`config.mk`:
```
export PLATFORM = sky130hd
export DESIGN_NAME = dss_ctrl
export DESIGN_NICKNAME = d
export VERILOG_FILES = /design/src/design/dss_pkg.sv /design/src/design/dss_ctrl.sv
export SDC_FILE = /design/constraint.sdc
export NUM_CORES = 1
export LEC_CHECK = 0
export BUFFER_PORTS_ARGS = -buffer_cell sky130_fd_sc_hd__clkbuf_2
export CAP_MARGIN = 5
export CORE_MARGIN = 2
export CORE_UTILIZATION = 49
export CTS_CLUSTER_SIZE = 28
export DETAILED_ROUTE_END_ITERATION = 10
export GPL_TIMING_DRIVEN = 0
export PLACE_DENSITY = 0.8
export REMOVE_ABC_BUFFERS = 1
export SLEW_MARGIN = 25
export SYNTH_ARGS = -nofsm -noshare
export SYNTH_HDL_FRONTEND = slang
export SYNTH_SLANG_ARGS = --single-unit
export TNS_END_PERCENT = 1
```
`constraint.sdc`:
```
create_clock -name clk -period 2.5 [get_ports clk]
set_clock_uncertainty 0.15 [all_clocks]
set_input_delay 0.625 -clock clk [delete_from_list [all_inputs] [get_ports clk]]
set_output_delay 0.625 -clock clk [all_outputs]
set_load 0.01 [all_outputs]
```
`src/design/dss_pkg.sv`:
```
// Shared types and codes for the DPLL SAT solver block.
package dss_pkg;

    localparam int LIT_W = 8;
    localparam int NV_W  = 7;

    typedef logic [LIT_W-1:0] lit_t;

    typedef enum logic [1:0] {
        RES_SAT   = 2'd0,
        RES_UNSAT = 2'd1,
        RES_OVF   = 2'd2
    } res_t;

    typedef enum logic [1:0] {
        LV_FALSE = 2'd0,
        LV_TRUE  = 2'd1,
        LV_UNDEF = 2'd2
    } lval_t;

    typedef enum logic [4:0] {
        ST_LOAD,
        ST_DRAIN,
        ST_UNIT,
        ST_PROP_CHECK,
        ST_PROP_LIT,
        ST_PROP_SCAN,
        ST_BUMP_RD,
        ST_BUMP_WR,
        ST_BT_RD,
        ST_BT_EV,
        ST_BT_FIN,
        ST_DEC_SCAN,
        ST_DEC_DONE,
        ST_DEC_ASSIGN,
        ST_EMIT
    } state_t;

    typedef struct packed {
        logic load;
        logic scan_start;
        logic scan_step;
        logic scan_prop;
        logic trail_rd_pp;
        logic set_lit;
        logic pp_inc;
        logic bump_rd;
        logic bump_wr;
        logic dec_start;
        logic dec_step;
        logic push_marker;
        logic push_dec;
        logic bt_init;
        logic bt_rd;
        logic bt_pop;
        logic bt_fin;
        logic emit;
        res_t emit_code;
        logic clear;
    } cmd_t;

    typedef struct packed {
        logic ovf;
        logic lp_zero;
        logic tail;
        logic unsat;
        logic conflict;
        logic pp_lt_len;
        logic trail_lit_zero;
        logic eff_zero;
        logic dec_last;
        logic dec_found;
        logic depth_zero;
        logic trail_empty;
        logic out_free;
    } sts_t;

endpackage

```
`src/design/dss_ctrl.sv`:
```
// Sequencer for load, unit scan, propagation, backtrack, decision and result.
module dss_ctrl
    import dss_pkg::*;
(
    input  logic clk,
    input  logic rst_n,
    input  logic in_valid,
    input  logic last,
    output logic in_stall,
    input  sts_t sts,
    output cmd_t cmd
);

    state_t state_reg, state_next;
    res_t   res_reg, res_next;

    always_ff @(posedge clk or negedge rst_n)
    begin
        if (!rst_n)
        begin
            state_reg <= ST_LOAD;
            res_reg   <= RES_SAT;
        end
        else
        begin
            state_reg <= state_next;
            res_reg   <= res_next;
        end
    end

    always_comb
    begin
        state_next = state_reg;
        res_next   = res_reg;
        cmd        = '0;
        in_stall   = 1'b1;
        case (state_reg)
            ST_LOAD:
            begin
                in_stall = 1'b0;
                if (in_valid)
                begin
                    cmd.load = 1'b1;
                    if (last)
                    begin
                        state_next = ST_DRAIN;
                    end
                end
            end
            ST_DRAIN:
            begin
                if (sts.ovf)
                begin
                    res_next   = RES_OVF;
                    state_next = ST_EMIT;
                end
                else if (sts.lp_zero)
                begin
                    state_next = ST_PROP_CHECK;
                end
                else
                begin
                    cmd.scan_start = 1'b1;
                    state_next     = ST_UNIT;
                end
            end
            ST_UNIT:
            begin
                cmd.scan_step = 1'b1;
                if (sts.unsat)
                begin
                    res_next   = RES_UNSAT;
                    state_next = ST_EMIT;
                end
                else if (sts.tail)
                begin
                    state_next = ST_PROP_CHECK;
                end
            end
            ST_PROP_CHECK:
            begin
                if (sts.pp_lt_len)
                begin
                    cmd.trail_rd_pp = 1'b1;
                    state_next      = ST_PROP_LIT;
                end
                else if (sts.eff_zero)
                begin
                    res_next   = RES_SAT;
                    state_next = ST_EMIT;
                end
                else
                begin
                    cmd.dec_start = 1'b1;
                    state_next    = ST_DEC_SCAN;
                end
            end
            ST_PROP_LIT:
            begin
                if (sts.trail_lit_zero || sts.lp_zero)
                begin
                    cmd.pp_inc = 1'b1;
                    state_next = ST_PROP_CHECK;
                end
                else
                begin
                    cmd.set_lit    = 1'b1;
                    cmd.scan_start = 1'b1;
                    state_next     = ST_PROP_SCAN;
                end
            end
            ST_PROP_SCAN:
            begin
                cmd.scan_step = 1'b1;
                cmd.scan_prop = 1'b1;
                if (sts.conflict)
                begin
                    state_next = ST_BUMP_RD;
                end
                else if (sts.tail)
                begin
                    cmd.pp_inc = 1'b1;
                    state_next = ST_PROP_CHECK;
                end
            end
            ST_BUMP_RD:
            begin
                cmd.bump_rd = 1'b1;
                state_next  = ST_BUMP_WR;
            end
            ST_BUMP_WR:
            begin
                cmd.bump_wr = 1'b1;
                if (sts.depth_zero)
                begin
                    res_next   = RES_UNSAT;
                    state_next = ST_EMIT;
                end
                else
                begin
                    cmd.bt_init = 1'b1;
                    state_next  = ST_BT_RD;
                end
            end
            ST_BT_RD:
            begin
                if (sts.trail_empty)
                begin
                    state_next = ST_BT_FIN;
                end
                else
                begin
                    cmd.bt_rd  = 1'b1;
                    state_next = ST_BT_EV;
                end
            end
            ST_BT_EV:
            begin
                cmd.bt_pop = 1'b1;
                if (sts.trail_lit_zero)
                begin
                    state_next = ST_BT_FIN;
                end
                else
                begin
                    state_next = ST_BT_RD;
                end
            end
            ST_BT_FIN:
            begin
                cmd.bt_fin = 1'b1;
                state_next = ST_PROP_CHECK;
            end
            ST_DEC_SCAN:
            begin
                cmd.dec_step = 1'b1;
                if (sts.dec_last)
                begin
                    state_next = ST_DEC_DONE;
                end
            end
            ST_DEC_DONE:
            begin
                if (!sts.dec_found)
                begin
                    res_next   = RES_SAT;
                    state_next = ST_EMIT;
                end
                else
                begin
                    cmd.push_marker = 1'b1;
                    state_next      = ST_DEC_ASSIGN;
                end
            end
            ST_DEC_ASSIGN:
            begin
                cmd.push_dec = 1'b1;
                state_next   = ST_PROP_CHECK;
            end
            ST_EMIT:
            begin
                if (sts.out_free)
                begin
                    cmd.emit      = 1'b1;
                    cmd.emit_code = res_reg;
                    cmd.clear     = 1'b1;
                    state_next    = ST_LOAD;
                end
            end
            default:
            begin
                state_next = ST_LOAD;
            end
        endcase
    end

endmodule

```
==> metrics.txt <==
IO Count 39; power per cell area between 600 and 700 nW/µm²; Crit Path Max Fanout 6; synthesized area 1010 µm²; critical path, cell by cell buf_4 > nand3b_1 > nor4_2 > nand2_1 > o21ai_1 > buf_2; Clock Tree Buf Depth 2; top-area cell type share of the netlist area approximately 17%; Placeable Area just under 2000 µm²; Clk pin slew, worst setup/hold paths 60 ps; Final #Nets 198; Antenna Nets Post-Route 0; clock latency on the worst-skew pair roughly 260 ps; fmax about 380 MHz; TritonCTS Buffers 3; share of flip-flops with an asynchronous set or reset 100%; failing checks negative setup slack; ys flop type dfrtp_1; leakage power approximately 0.64 nW; Period Utilization, post-route 105%; # rows 16; initial DRC count 133; Starting Density 51.6%; wire per inst 18.8 µm; drt total wl 3890 µm; total gr overflow 0; crit end category output port; max reg flops 5; ANT cells 0; Max-Cap Viols 0; CTS H-tree depth 1; Compound-Gate Fraction of Synth Area roughly 27%; via count 1370; initial antenna violation count 0; worst reg2reg startpoint state_reg[3]; xor and xnor area share after synthesis 0.865%; Avg Cell Area, Syn 7.50 µm²; pin count of the biggest net entering global routing 27; adder and majority gate portion of the synthesized area 0%; R2R Path End state_reg[1]; flops & latches, synth 7; RSZ-0062 raised after global routing true; Post-Layout Cell Count between 200 and 250; DRC errors left 0; final core utilization between 60 and 70%; number of enable flip-flop cells after synthesis 0; most frequent cells after synthesis nor2_1 (15), nand2_1 (8), nor3_1 (8); Post-Synthesis Cells between 100 and 150; first-pass detailed-route iteration total 5; fraction of layout cells with a size suffix above 1 between 40% and 50%; placed insts 188; CTS Root Buffer Type clkbuf_4; area grow syn2layout 35.2%; Critical Path Source Type flop; cell taking the most area after synthesis dfrtp_1; die outline width 49.5 µm; CTS tree built; outcome finished with violations; Worst path max stage delay 450 ps; hold_buf cts 0; setup_tns -187 ps; GPL Wtd Cong 0.965; dpl hpwl 2220 µm; post-synthesis simple-gate area fraction between 40% and 50%; Die Ht 49.5 µm; top cells by area, synth dfrtp_1 (17%), nor2_1 (5.6%), nor2b_1 (4.3%); Final Setup Violations 2; Unique masters post-synth 47; critical path buffer and inverter count 2; first-pass GRT wire length 4980 µm; Top delay family on crit path simple AND/OR/NAND/NOR gates; Crit path required time 1730 ps; clk sinks 7; max-slew violations 0; fin crit period 2610 ps; YS warnings 0; final hold violation count 0; most frequent cell after synthesis nor2_1; largest family of logic cells by synthesized area simple AND/OR/NAND/NOR gates; routed vias/inst 6.62; CP max stage cell dfrtp_2; final worst slack -113 ps; register area share after synthesis between 10% and 20%; Setup CP Type reg -> out; hold crit path type in -> async; post-synthesis mux area share 0.989%; total global-route track usage between 20 and 30%; R2R depth 4; IO buf count 38; VDD IR-drop max 0.511 mV; r2r setup slk between 300 and 400 ps; vias in the first global route ~1100; Data arrival, critical path 1840 ps; die area 2450 µm²
placed cells by master, fill, tap and decap left out, types with 2 or more instances in the layout:
cell and count:
a211o_1 4, a21o_1 2, clkbuf_2 36, or3b_2 2
buf_2 2, nor2b_1 7, nor2_1 13, a31oi_1 4
nand3_1 3, dfrtp_4 3, nor3_1 7, nand3b_1 4
dfrtp_1 2, inv_1 5, clkbuf_4 3, a21oi_1 6
nor4_2 2, nor2_4 2, buf_4 14, dfrtp_2 2
or3b_1 2, o21ai_0 3, or3b_4 2, and3_1 4
nor3b_1 2, o21ai_1 2, or4_1 2, nand2_1 8
nand2b_1 3
where the power goes:
group | switching [mW] | internal [mW] | total [mW]
logic | 0.285 | 0.216 | 0.500
registers | 0.0968 | 0.155 | 0.252
clock network | 0.0458 | 0.0611 | 0.107
total | 0.427 | 0.432 | 0.859
cell families after synthesis:
kind of cell | Yosys count
compound gates | 34
other cells | 1
mux | 1
simple gates | 74
buf+inv | 17
xor+xnor | 1
flops | 7
layout make-up:
type | instances | area (µm²)
sequential | 7 | 189
inverter | 5 | 18.8
clock buffer | 4 | 26.3
timing repair buffer | 53 | 308
tap | 27 | 33.8
multi-input combinational | 111 | 793
fill | 163 | 593
metal layers:
layer / GRT usage (%) / part of all wire [%]
met5: 0 / 0
met4: 9.26 / 4.6
met3: 2.73 / 12
met2: 42.6 / 47
met1: 33.5 / 36
worst max-delay path by stage:
stage                      start      end  cells after the start
finish              state_reg[4]  cmd[14]                      6
global route        state_reg[4]  cmd[14]                      6
CTS                 state_reg[2]  cmd[19]                      4
detailed placement  state_reg[0]  cmd[19]                      4
global placement    state_reg[0]  cmd[19]                      4
floorplan           state_reg[0]  cmd[11]                      2
timing repair:
item / in CTS / in global routing
endpoints found under the setup margin: 18 / 10
hold endpoints to repair: 0 / 0
gates resized for setup: 14 / 11
setup buffers: 0 / 15
pin swaps: 0 / 7
stage by stage:
stage	power, mW	hold WS, ps	cell area (µm²)	setup slack [ps]
6_report	0.859	40.6	1370	-113
3_3_place_gp	0.598	311	1150	-112
3_5_place_dp	0.615	317	1150	-170
4_1_cts	0.747	50.7	1220	-91.3
5_1_grt	0.900	47.2	1370	-190
2_1_floorplan	0.482	179	930	173
(Power assumes the default switching activity.)
